**config.mk**
```make
export PLATFORM = sky130hd
export DESIGN_NAME = linear_probe_hash_dictionary_core
export DESIGN_NICKNAME = d
export VERILOG_FILES = /design/src/hdl/lphd_pkg.sv /design/src/hdl/lphd_ram.sv /design/src/hdl/lphd_mod.sv /design/src/hdl/linear_probe_hash_dictionary_core.sv
export SDC_FILE = /design/constraint.sdc
export NUM_CORES = 2
export LEC_CHECK = 0
export ABC_AREA = 1
export BUFFER_PORTS_ARGS = -buffer_cell sky130_fd_sc_hd__buf_2
export CAP_MARGIN = 20
export CORE_MARGIN = 2
export CORE_UTILIZATION = 30
export CTS_CLUSTER_DIAMETER = 150
export DETAILED_ROUTE_END_ITERATION = 6
export MAX_ROUTING_LAYER = met4
export PLACE_DENSITY_LB_ADDON = 0.1
export REMOVE_ABC_BUFFERS = 1
export SLEW_MARGIN = 20
export SYNTH_ARGS = -nofsm -noshare
export SYNTH_HDL_FRONTEND = slang
export SYNTH_SLANG_ARGS = --single-unit
```
**constraint.sdc**
```tcl
create_clock -name clk -period 5.9 [get_ports clk]
set_clock_uncertainty 0.1 [all_clocks]
set_input_delay 0.59 -clock clk [delete_from_list [all_inputs] [get_ports clk]]
set_output_delay 0.59 -clock clk [all_outputs]
set_load 0.005 [all_outputs]
```
**src/hdl/lphd_pkg.sv**
```systemverilog
`timescale 1ns / 1ps

package lphd_pkg;

	// Field widths fixed by the request and result formats
	localparam int ACT_W        = 2;
	localparam int KEY_W        = 31;
	localparam int VAL_W        = 64;
	localparam int STATUS_W     = 3;
	localparam int SLOT_FIELD_W = 5;

	// Action codes; the unused code behaves as a find
	localparam logic [ACT_W-1:0] ACT_INSERT = 2'd0;
	localparam logic [ACT_W-1:0] ACT_FIND   = 2'd1;
	localparam logic [ACT_W-1:0] ACT_DELETE = 2'd2;

	// Result status codes
	localparam logic [STATUS_W-1:0] ST_INSERTED  = 3'd0;
	localparam logic [STATUS_W-1:0] ST_DUPLICATE = 3'd1;
	localparam logic [STATUS_W-1:0] ST_FULL      = 3'd2;
	localparam logic [STATUS_W-1:0] ST_FOUND     = 3'd3;
	localparam logic [STATUS_W-1:0] ST_DELETED   = 3'd4;
	localparam logic [STATUS_W-1:0] ST_NOT_FOUND = 3'd5;
	localparam logic [STATUS_W-1:0] ST_KEY_ZERO  = 3'd6;

	// Handshake between the sequencer and the modulo unit
	typedef struct packed {
		logic start;
		logic done;
	} div_ctl_t;

endpackage

```
**src/hdl/lphd_ram.sv**
```systemverilog
`timescale 1ns / 1ps

module lphd_ram #(
	parameter int WIDTH = 32,
	parameter int DEPTH = 32
) (
	input  logic                     clk,
	input  logic                     wr_en,
	input  logic [$clog2(DEPTH)-1:0] wr_addr,
	input  logic [WIDTH-1:0]         wr_data,
	input  logic                     rd_en,
	input  logic [$clog2(DEPTH)-1:0] rd_addr,
	output logic [WIDTH-1:0]         rd_data
);

	logic [WIDTH-1:0] mem [DEPTH];

	// Write one entry and register one read per cycle
	always_ff @(posedge clk) begin
		if (wr_en) begin
			mem[wr_addr] <= wr_data;
		end
		if (rd_en) begin
			rd_data <= mem[rd_addr];
		end
	end

endmodule

```
**src/hdl/lphd_mod.sv**
```systemverilog
`timescale 1ns / 1ps

module lphd_mod #(
	parameter int SLOTS = 32
) (
	input  logic                      clk,
	input  logic                      arst_n,
	input  logic                      start,
	input  logic [lphd_pkg::KEY_W-1:0] dividend,
	output logic                      done,
	output logic [$clog2(SLOTS)-1:0]  rem
);

	import lphd_pkg::*;

	localparam int SW = $clog2(SLOTS);
	localparam int PW = KEY_W + 32;
	// Rounded-up reciprocal of SLOTS scaled by 2^(KEY_W+SW); the quotient is exact
	// for every key because the rounding error stays below one part in SLOTS
	localparam logic [31:0] RECIP =
		32'(((64'd1 << (KEY_W + SW)) + 64'(SLOTS) - 64'd1) / 64'(SLOTS));
	localparam logic [SW-1:0] DIVISOR_LO = SW'(SLOTS);

	logic             vld_s1;
	logic [KEY_W-1:0] key_s1;
	logic [PW-1:0]    prod_s1;
	logic             done_q;
	logic [SW-1:0]    rem_q;
	logic [SW-1:0]    quot_lo;
	logic [SW-1:0]    back_lo;

	// Take the low quotient bits and multiply back by the divisor, modulo 2^SW
	always_comb begin
		quot_lo = prod_s1[KEY_W+SW +: SW];
		back_lo = quot_lo * DIVISOR_LO;
	end

	// Advance the valid flag through the two stages
	always_ff @(posedge clk or negedge arst_n) begin
		if (!arst_n) begin
			vld_s1 <= 1'b0;
			done_q <= 1'b0;
		end else begin
			vld_s1 <= start;
			done_q <= vld_s1;
		end
	end

	// Multiply by the reciprocal, then subtract the quotient times the divisor
	always_ff @(posedge clk) begin
		if (start) begin
			key_s1  <= dividend;
			prod_s1 <= PW'(dividend) * PW'(RECIP);
		end
		if (vld_s1) begin
			rem_q <= key_s1[SW-1:0] - back_lo;
		end
	end

	assign done = done_q;
	assign rem  = rem_q;

endmodule

```
**src/hdl/linear_probe_hash_dictionary_core.sv**
```systemverilog
`timescale 1ns / 1ps

// Key/value table of SLOTS entries with open addressing and linear probing from the
// home slot (key modulo SLOTS). One request is handled at a time and req_stall is
// high while it runs. After reset a clearing pass empties the key memory with
// req_stall high. A request with key zero answers with ST_KEY_ZERO and no scan.
// Find and delete read every key once through the single read port of the key
// memory. Insert first works out the home slot by multiplying with a reciprocal of
// SLOTS and then makes the same full pass, which finds duplicates and the first free
// slot in probe order together. A finished result waits in the output register
// while the next request can already be accepted, from the cycle after the result
// is loaded.
module linear_probe_hash_dictionary_core #(
	parameter int SLOTS = 32
) (
	input  logic                              clk,
	input  logic                              arst_n,
	input  logic                              req_valid,
	output logic                              req_stall,
	input  logic [lphd_pkg::ACT_W-1:0]        action,
	input  logic [lphd_pkg::KEY_W-1:0]        lookup_key,
	input  logic [lphd_pkg::VAL_W-1:0]        entry_value,
	output logic                              res_valid,
	input  logic                              res_stall,
	output logic [lphd_pkg::STATUS_W-1:0]     status,
	output logic [lphd_pkg::SLOT_FIELD_W-1:0] slot_index,
	output logic [lphd_pkg::VAL_W-1:0]        found_value
);

	import lphd_pkg::*;

	localparam int SW = $clog2(SLOTS);
	localparam logic [SW-1:0] LAST_SLOT = SW'(SLOTS - 1);

	localparam logic [2:0] S_CLEAR   = 3'd0;
	localparam logic [2:0] S_IDLE    = 3'd1;
	localparam logic [2:0] S_DIV     = 3'd2;
	localparam logic [2:0] S_SCAN    = 3'd3;
	localparam logic [2:0] S_RESOLVE = 3'd4;
	localparam logic [2:0] S_DONE    = 3'd5;

	logic [2:0]        state_q;
	logic [ACT_W-1:0]  act_q;
	logic [KEY_W-1:0]  key_q;
	logic [VAL_W-1:0]  val_q;
	logic [SW-1:0]     home_q;
	logic [SW-1:0]     addr_q;
	logic              issue_q;
	logic              rd_vld_q;
	logic [SW-1:0]     rd_idx_q;
	logic              hit_q;
	logic [SW-1:0]     hit_idx_q;
	logic [VAL_W-1:0]  hit_val_q;
	logic              emp_hi_q;
	logic [SW-1:0]     emp_hi_idx_q;
	logic              emp_any_q;
	logic [SW-1:0]     emp_any_idx_q;
	logic [STATUS_W-1:0] st_status_q;
	logic [SW-1:0]     st_slot_q;
	logic [VAL_W-1:0]  st_value_q;
	logic              res_valid_q;
	logic [STATUS_W-1:0] status_q;
	logic [SLOT_FIELD_W-1:0] slot_index_q;
	logic [VAL_W-1:0]  found_value_q;

	logic              accept;
	logic              out_free;
	div_ctl_t          div_ctl;
	logic [SW-1:0]     div_rem;
	logic              key_wr_en;
	logic [SW-1:0]     key_wr_addr;
	logic [KEY_W-1:0]  key_wr_data;
	logic              val_wr_en;
	logic [SW-1:0]     val_wr_addr;
	logic              rd_en;
	logic [KEY_W-1:0]  key_rd;
	logic [VAL_W-1:0]  val_rd;

	// Take the low bits of a slot number for the result field
	function automatic logic [SLOT_FIELD_W-1:0] slot_field(input logic [SW-1:0] s);
		logic [31:0] w;
		w = 32'(s);
		return w[SLOT_FIELD_W-1:0];
	endfunction

	assign accept   = req_valid && (state_q == S_IDLE);
	assign out_free = !res_valid_q || !res_stall;
	assign rd_en    = (state_q == S_SCAN) && issue_q;
	assign div_ctl.start = accept && (lookup_key != '0) && (action == ACT_INSERT);

	lphd_mod #(
		.SLOTS(SLOTS)
	) u_mod (
		.clk      (clk),
		.arst_n   (arst_n),
		.start    (div_ctl.start),
		.dividend (lookup_key),
		.done     (div_ctl.done),
		.rem      (div_rem)
	);

	lphd_ram #(
		.WIDTH(KEY_W),
		.DEPTH(SLOTS)
	) u_keys (
		.clk     (clk),
		.wr_en   (key_wr_en),
		.wr_addr (key_wr_addr),
		.wr_data (key_wr_data),
		.rd_en   (rd_en),
		.rd_addr (addr_q),
		.rd_data (key_rd)
	);

	lphd_ram #(
		.WIDTH(VAL_W),
		.DEPTH(SLOTS)
	) u_values (
		.clk     (clk),
		.wr_en   (val_wr_en),
		.wr_addr (val_wr_addr),
		.wr_data (val_q),
		.rd_en   (rd_en),
		.rd_addr (addr_q),
		.rd_data (val_rd)
	);

	// Drive memory writes: clearing pass, insert, delete
	always_comb begin
		key_wr_en   = 1'b0;
		key_wr_addr = addr_q;
		key_wr_data = '0;
		val_wr_en   = 1'b0;
		val_wr_addr = emp_hi_q ? emp_hi_idx_q : emp_any_idx_q;
		if (state_q == S_CLEAR) begin
			key_wr_en = 1'b1;
		end else if (state_q == S_RESOLVE) begin
			if (act_q == ACT_INSERT) begin
				if (!hit_q && (emp_hi_q || emp_any_q)) begin
					key_wr_en   = 1'b1;
					key_wr_addr = val_wr_addr;
					key_wr_data = key_q;
					val_wr_en   = 1'b1;
				end
			end else if (act_q == ACT_DELETE) begin
				if (hit_q) begin
					key_wr_en   = 1'b1;
					key_wr_addr = hit_idx_q;
				end
			end
		end
	end

	// Sequence clear, modulo, scan and resolve
	always_ff @(posedge clk or negedge arst_n) begin
		if (!arst_n) begin
			state_q  <= S_CLEAR;
			addr_q   <= '0;
			issue_q  <= 1'b0;
			rd_vld_q <= 1'b0;
		end else begin
			rd_vld_q <= rd_en;
			unique case (state_q)
				S_CLEAR: begin
					addr_q <= addr_q + 1'b1;
					if (addr_q == LAST_SLOT) begin
						state_q <= S_IDLE;
					end
				end
				S_IDLE: begin
					if (accept) begin
						addr_q  <= '0;
						issue_q <= 1'b1;
						if (lookup_key == '0) begin
							state_q <= S_DONE;
						end else if (action == ACT_INSERT) begin
							state_q <= S_DIV;
						end else begin
							state_q <= S_SCAN;
						end
					end
				end
				S_DIV: begin
					if (div_ctl.done) begin
						state_q <= S_SCAN;
					end
				end
				S_SCAN: begin
					if (issue_q) begin
						addr_q <= addr_q + 1'b1;
						if (addr_q == LAST_SLOT) begin
							issue_q <= 1'b0;
						end
					end
					if (rd_vld_q && (rd_idx_q == LAST_SLOT)) begin
						state_q <= S_RESOLVE;
					end
				end
				S_RESOLVE: begin
					state_q <= S_DONE;
				end
				S_DONE: begin
					if (out_free) begin
						state_q <= S_IDLE;
					end
				end
				default: begin
					state_q <= S_IDLE;
				end
			endcase
		end
	end

	// Capture the request and the home slot
	always_ff @(posedge clk) begin
		if (accept) begin
			act_q <= action;
			key_q <= lookup_key;
			val_q <= entry_value;
		end
		if (div_ctl.done) begin
			home_q <= div_rem;
		end
		if (rd_en) begin
			rd_idx_q <= addr_q;
		end
	end

	// Track key match and first free slot at or after home, and overall
	always_ff @(posedge clk) begin
		if (accept) begin
			hit_q     <= 1'b0;
			emp_hi_q  <= 1'b0;
			emp_any_q <= 1'b0;
		end else if (rd_vld_q) begin
			if (key_rd == key_q) begin
				hit_q     <= 1'b1;
				hit_idx_q <= rd_idx_q;
				hit_val_q <= val_rd;
			end
			if (key_rd == '0) begin
				if (!emp_any_q) begin
					emp_any_q     <= 1'b1;
					emp_any_idx_q <= rd_idx_q;
				end
				if (!emp_hi_q && (rd_idx_q >= home_q)) begin
					emp_hi_q     <= 1'b1;
					emp_hi_idx_q <= rd_idx_q;
				end
			end
		end
	end

	// Form the result of the request
	always_ff @(posedge clk) begin
		if (accept) begin
			st_status_q <= ST_KEY_ZERO;
			st_slot_q   <= '0;
			st_value_q  <= '0;
		end else if (state_q == S_RESOLVE) begin
			case (act_q)
				ACT_INSERT: begin
					if (hit_q) begin
						st_status_q <= ST_DUPLICATE;
					end else if (emp_hi_q || emp_any_q) begin
						st_status_q <= ST_INSERTED;
						st_slot_q   <= val_wr_addr;
					end else begin
						st_status_q <= ST_FULL;
					end
				end
				ACT_DELETE: begin
					if (hit_q) begin
						st_status_q <= ST_DELETED;
						st_slot_q   <= hit_idx_q;
					end else begin
						st_status_q <= ST_NOT_FOUND;
					end
				end
				default: begin
					if (hit_q) begin
						st_status_q <= ST_FOUND;
						st_slot_q   <= hit_idx_q;
						st_value_q  <= hit_val_q;
					end else begin
						st_status_q <= ST_NOT_FOUND;
					end
				end
			endcase
		end
	end

	// Hold the result until the consumer takes it
	always_ff @(posedge clk or negedge arst_n) begin
		if (!arst_n) begin
			res_valid_q <= 1'b0;
		end else if ((state_q == S_DONE) && out_free) begin
			res_valid_q <= 1'b1;
		end else if (!res_stall) begin
			res_valid_q <= 1'b0;
		end
	end

	always_ff @(posedge clk) begin
		if ((state_q == S_DONE) && out_free) begin
			status_q      <= st_status_q;
			slot_index_q  <= slot_field(st_slot_q);
			found_value_q <= st_value_q;
		end
	end

	assign req_stall   = (state_q != S_IDLE);
	assign res_valid   = res_valid_q;
	assign status      = status_q;
	assign slot_index  = slot_index_q;
	assign found_value = found_value_q;

endmodule
```
==> impl_table.tex <==
\begin{tabular}{lr}
\hline
Metric & Value \\
\hline
\multicolumn{2}{l}{\textbf{Worst setup path}} \\
\quad Endpoint class of the critical path & register \\
\quad Worst R2R Setup Slack & 1990 ps \\
\quad Arrival time reported for the critical path endpoint & about 4500 ps \\
\quad Worst EP required & 6450 ps \\
\quad CP Buf/Inv Count & 2 \\
\quad Crit path cell chain & nor2\_1 > nand2\_1 > nor2\_1 > nand3\_1 > inv\_1 > nand2\_1 > nor2\_4 > buf\_12 \\
\quad Launching element type of the critical path & register \\
\quad CP Class & reg -> reg \\
\quad Beginning of the worst register-to-register path & act\_q[0] \\
\quad Crit Reg-Reg Endpoint & u\_values.mem[5][26] \\
\quad Number of cells traversed by the worst register-to-register path & 8 \\
\quad Master of the slowest instance on the critical path & nor2\_4 \\
\quad Largest delay contributor family on the critical path & simple AND/OR/NAND/NOR gates \\
\quad Critical path fanouts, max & 50 \\
\quad Slowest cell delay on critical path & 760 ps \\
\multicolumn{2}{l}{\textbf{Placement}} \\
\quad DP Cell Count & about 17000 \\
\quad Detailed-placement wirelength estimate & 243000 µm \\
\quad Count of buffers inserted at the top-level ports & 174 \\
\quad Routability congestion estimate & 0.816 \\
\quad Instance area after placement & 147000 µm² \\
\multicolumn{2}{l}{\textbf{Die}} \\
\quad Area of the core & 457000 µm² \\
\quad Number of primary I/O pins & 175 \\
\quad Number of rows created at floorplan & roughly 250 \\
\quad Starting density of the core & 0.301 \\
\quad Total die area & 464000 µm² \\
\quad Width of the die & approximately 680 µm \\
\quad Height of the die & 682 µm \\
\multicolumn{2}{l}{\textbf{Power and ir drop}} \\
\quad Net Sw Power & $\sim$10 mW \\
\quad Internal Pwr Total & about 41 mW \\
\quad Switching Fraction & 0.201 \\
\quad Power share of the sequential group & 0.520 \\
\quad Worst vdd rail ir drop & between 0.2 and 0.25 mV \\
\quad Pleak & between 50 and 60 nW \\
\quad Power density normalized to cell area & $\sim$320 nW/µm² \\
\quad Portion of total power attributed to combinational logic & 0.002 \\
\quad Clock network fraction of total power & 0.477 \\
\multicolumn{2}{l}{\textbf{Timing}} \\
\quad Worst Tran Pin Value & roughly 1100 ps \\
\quad Worst hold-check slack & between 20 and 30 ps \\
\quad Highest clock frequency the design can meet & between 200 and 300 MHz \\
\quad Total negative slack & 0 ps \\
\quad Hold Vio Cnt, Final & 0 \\
\quad Minimum clock period & roughly 3900 ps \\
\quad Pins Over Slew Limit & 0 \\
\quad Final Cycle Share & 0.663 \\
\quad Final count of negative-setup-slack endpoints & 0 \\
\quad Max-slew headroom at the worst pin & 0.250 \\
\quad RSZ-0062 raised after global routing & false \\
\multicolumn{2}{l}{\textbf{Routing}} \\
\quad WL final & roughly 460000 µm \\
\quad WL/cell & roughly 25 µm \\
\quad Violation count after the first detailed-routing iteration & $\sim$7600 \\
\quad ANT nets after route & 0 \\
\quad Post-detailed-route DRC marker count & 0 \\
\quad Via-to-Cell Ratio & around 5 \\
\quad Drt first pass iters & 6 \\
\quad Overall via count from detail\_route & between 80000 and 90000 \\
\multicolumn{2}{l}{\textbf{Global route}} \\
\quad Maximum number of pins on one net before global-route repair & around 200 \\
\quad Met3 Use GR & 0.0218 \\
\quad Wire length of the first global-routing pass & $\sim$650000 µm \\
\quad Busiest grt layer & met2 \\
\quad Met2 track demand over resource & 0.329 \\
\quad Vias in the first global route & about 87000 \\
\quad Antenna violations before repair & 19 \\
\quad Met1 capacity usage during global routing & 0.263 \\
\quad GRT Total Usage & 0.199 \\
\quad Total overflow reported by the global router & 0 \\
\multicolumn{2}{l}{\textbf{Clock network}} \\
\quad Number of post-CTS setup repair buffers & 0 \\
\quad Total number of clock tree sinks & 3491 \\
\quad Count of cells resized by post-cts repair & 0 \\
\quad Number of levels the H-tree was split into & 5 \\
\quad Insertion delay to the later sink of the worst-skew pair & 1070 ps \\
\quad Clock buffer depth & 4 \\
\quad Clock-pin slew on the worst setup and hold paths & 60 ps \\
\quad Clock root buffer & clkbuf\_16 \\
\quad Post-CTS Hold Buffers & between 90 and 100 \\
\quad Clock buffers created by TritonCTS & 399 \\
\quad CTS tree & yes \\
\multicolumn{2}{l}{\textbf{Flow run}} \\
\quad Max-cap violations & 0 \\
\multicolumn{2}{l}{\textbf{Final layout}} \\
\quad Multi-input logic area & between 30000 and 40000 µm² \\
\quad Fraction of final layout cells with drive strength greater than 1 & 0.0931 \\
\quad Fill count & 44900 \\
\quad Most used cells in the layout excluding fill and tap cells & edfxtp\_1 (3403), nor2\_1 (2586), nand2\_1 (1531) \\
\quad Cell Count, Final, Fillers Out & approximately 18000 \\
\quad Number of nets in the finished design & 11700 \\
\quad Post-route cell area & approximately 160000 µm² \\
\quad Relative area change from synthesis to final layout & 16.9\% \\
\quad Most frequent standard cell in the layout excluding fill and tap cells & edfxtp\_1 \\
\quad Storage cell area & 104000 µm² \\
\multicolumn{2}{l}{\textbf{Min path}} \\
\quad Type of the most critical hold path & in -> async \\
\multicolumn{2}{l}{\textbf{Synthesis}} \\
\quad Avg Inst Size Synth & 12.2 µm² \\
\quad Post-synthesis cell area & 138000 µm² \\
\quad Yosys warnings & 0 \\
\quad Distinct cell type count of the synthesized netlist & 34 \\
\quad Number of standard cells after synthesis & approximately 11000 \\
\quad Fraction of the yosys area taken by sequential cells & 0.755 \\
\quad Register bit count reported by yosys & 3491 \\
\multicolumn{2}{l}{\textbf{Run status}} \\
\quad Outcome & completed \\
\hline
\end{tabular}
cell type report:
class / count / share of cell area
Antenna cell: 9 / 0.000140
Clock buffer: 502 / 0.0658
Clock inverter: 235 / 0.0138
Inverter: 203 / 0.00508
Multi-Input combinational cell: 6932 / 0.189
Sequential cell: 3491 / 0.646
Tap cell: 6125 / 0.0476
Timing Repair Buffer: 558 / 0.0322
state kept, by name, summed over array words and instances (netlist names), 31 cells and up:
name / cells
found_value: 64
hit_val_q: 64
key_q: 31
st_value_q: 64
u_keys.mem: 992
u_keys.rd_data: 31
u_values.mem: 2048
u_values.rd_data: 64
val_q: 64
power by group through the flow:
stage / registers [mW] / clock network, mW / logic, mW
global placement: 27.3 / 0 / 0.0608
floorplan: 27.3 / 0 / 0.00338
global route: 26.8 / 26.1 / 0.118
finish: 26.8 / 24.6 / 0.108
detailed placement: 27.3 / 0 / 0.0613
CTS: 26.8 / 25.2 / 0.112
per-stage QoR:
step           total power [mW]  utilization  worst slack, ps
2_1_floorplan              27.3            -           -61420
3_3_place_gp               27.4        0.321             1940
3_5_place_dp               27.4        0.321             2050
4_1_cts                    52.1        0.352             2090
5_1_grt                    53.0        0.352             1820
6_report                   51.5        0.352             1990
Yosys cell counts (all sizes together):
cell	count	area [µm²]
nor3b	2	15.0
o2111ai	1	8.76
xnor2	5	43.8
o21ai	1837	9190
o22ai	1	6.26
o311ai	1	8.76
clkbuf	353	1330
buf	336	1780
nand4	18	113
a22oi	1	7.51
o211ai	96	721
nand3	688	3440
clkinv	2	7.51
nor3	6	30.0
nor4	1	6.26
o31ai	1	7.51
nand3b	2	15.0
edfxtp	3403	102000
xor2	3	26.3
nand2	1532	5750
a21oi	67	335
inv	201	757
dfxtp	75	1500
dfrtp	13	325
nor2	2663	10000
ha	7	87.6
logic make-up after synthesis:
| group | share of synthesized area |
|---|---|
| AOI/OAI and AO/OA | 0.0747 |
| xor gates and xnor gates | 0.000509 |
| adders and majority gates | 0.000636 |
| buffers and inverters | 0.0281 |
| DFF | 0.755 |
| and+or+nand+nor | 0.141 |
routing by layer:
layer | vias to the layer above | part of all wire
met5 | - | 0
met4 | 0 | 0.024
met3 | 592 | 0.044
met2 | 2111 | 0.49
met1 | 44900 | 0.44
li1 | 40500 | -
how the worst max path moves through the flow:
stage / slack [ps] / start / endpoint / depth (start not counted)
after floorplan: -61420 / addr_q[0] / u_keys.rd_data[0] / 7
after global placement: 1940 / act_q[0] / u_values.mem[5][59] / 8
after detailed placement: 2050 / act_q[0] / u_values.mem[5][57] / 8
after CTS: 2090 / act_q[0] / u_values.mem[5][49] / 8
after global routing: 1820 / act_q[0] / u_values.mem[5][58] / 8
final: 1990 / act_q[0] / u_values.mem[5][26] / 8
Note: power is estimated with default switching activity, not from simulation.
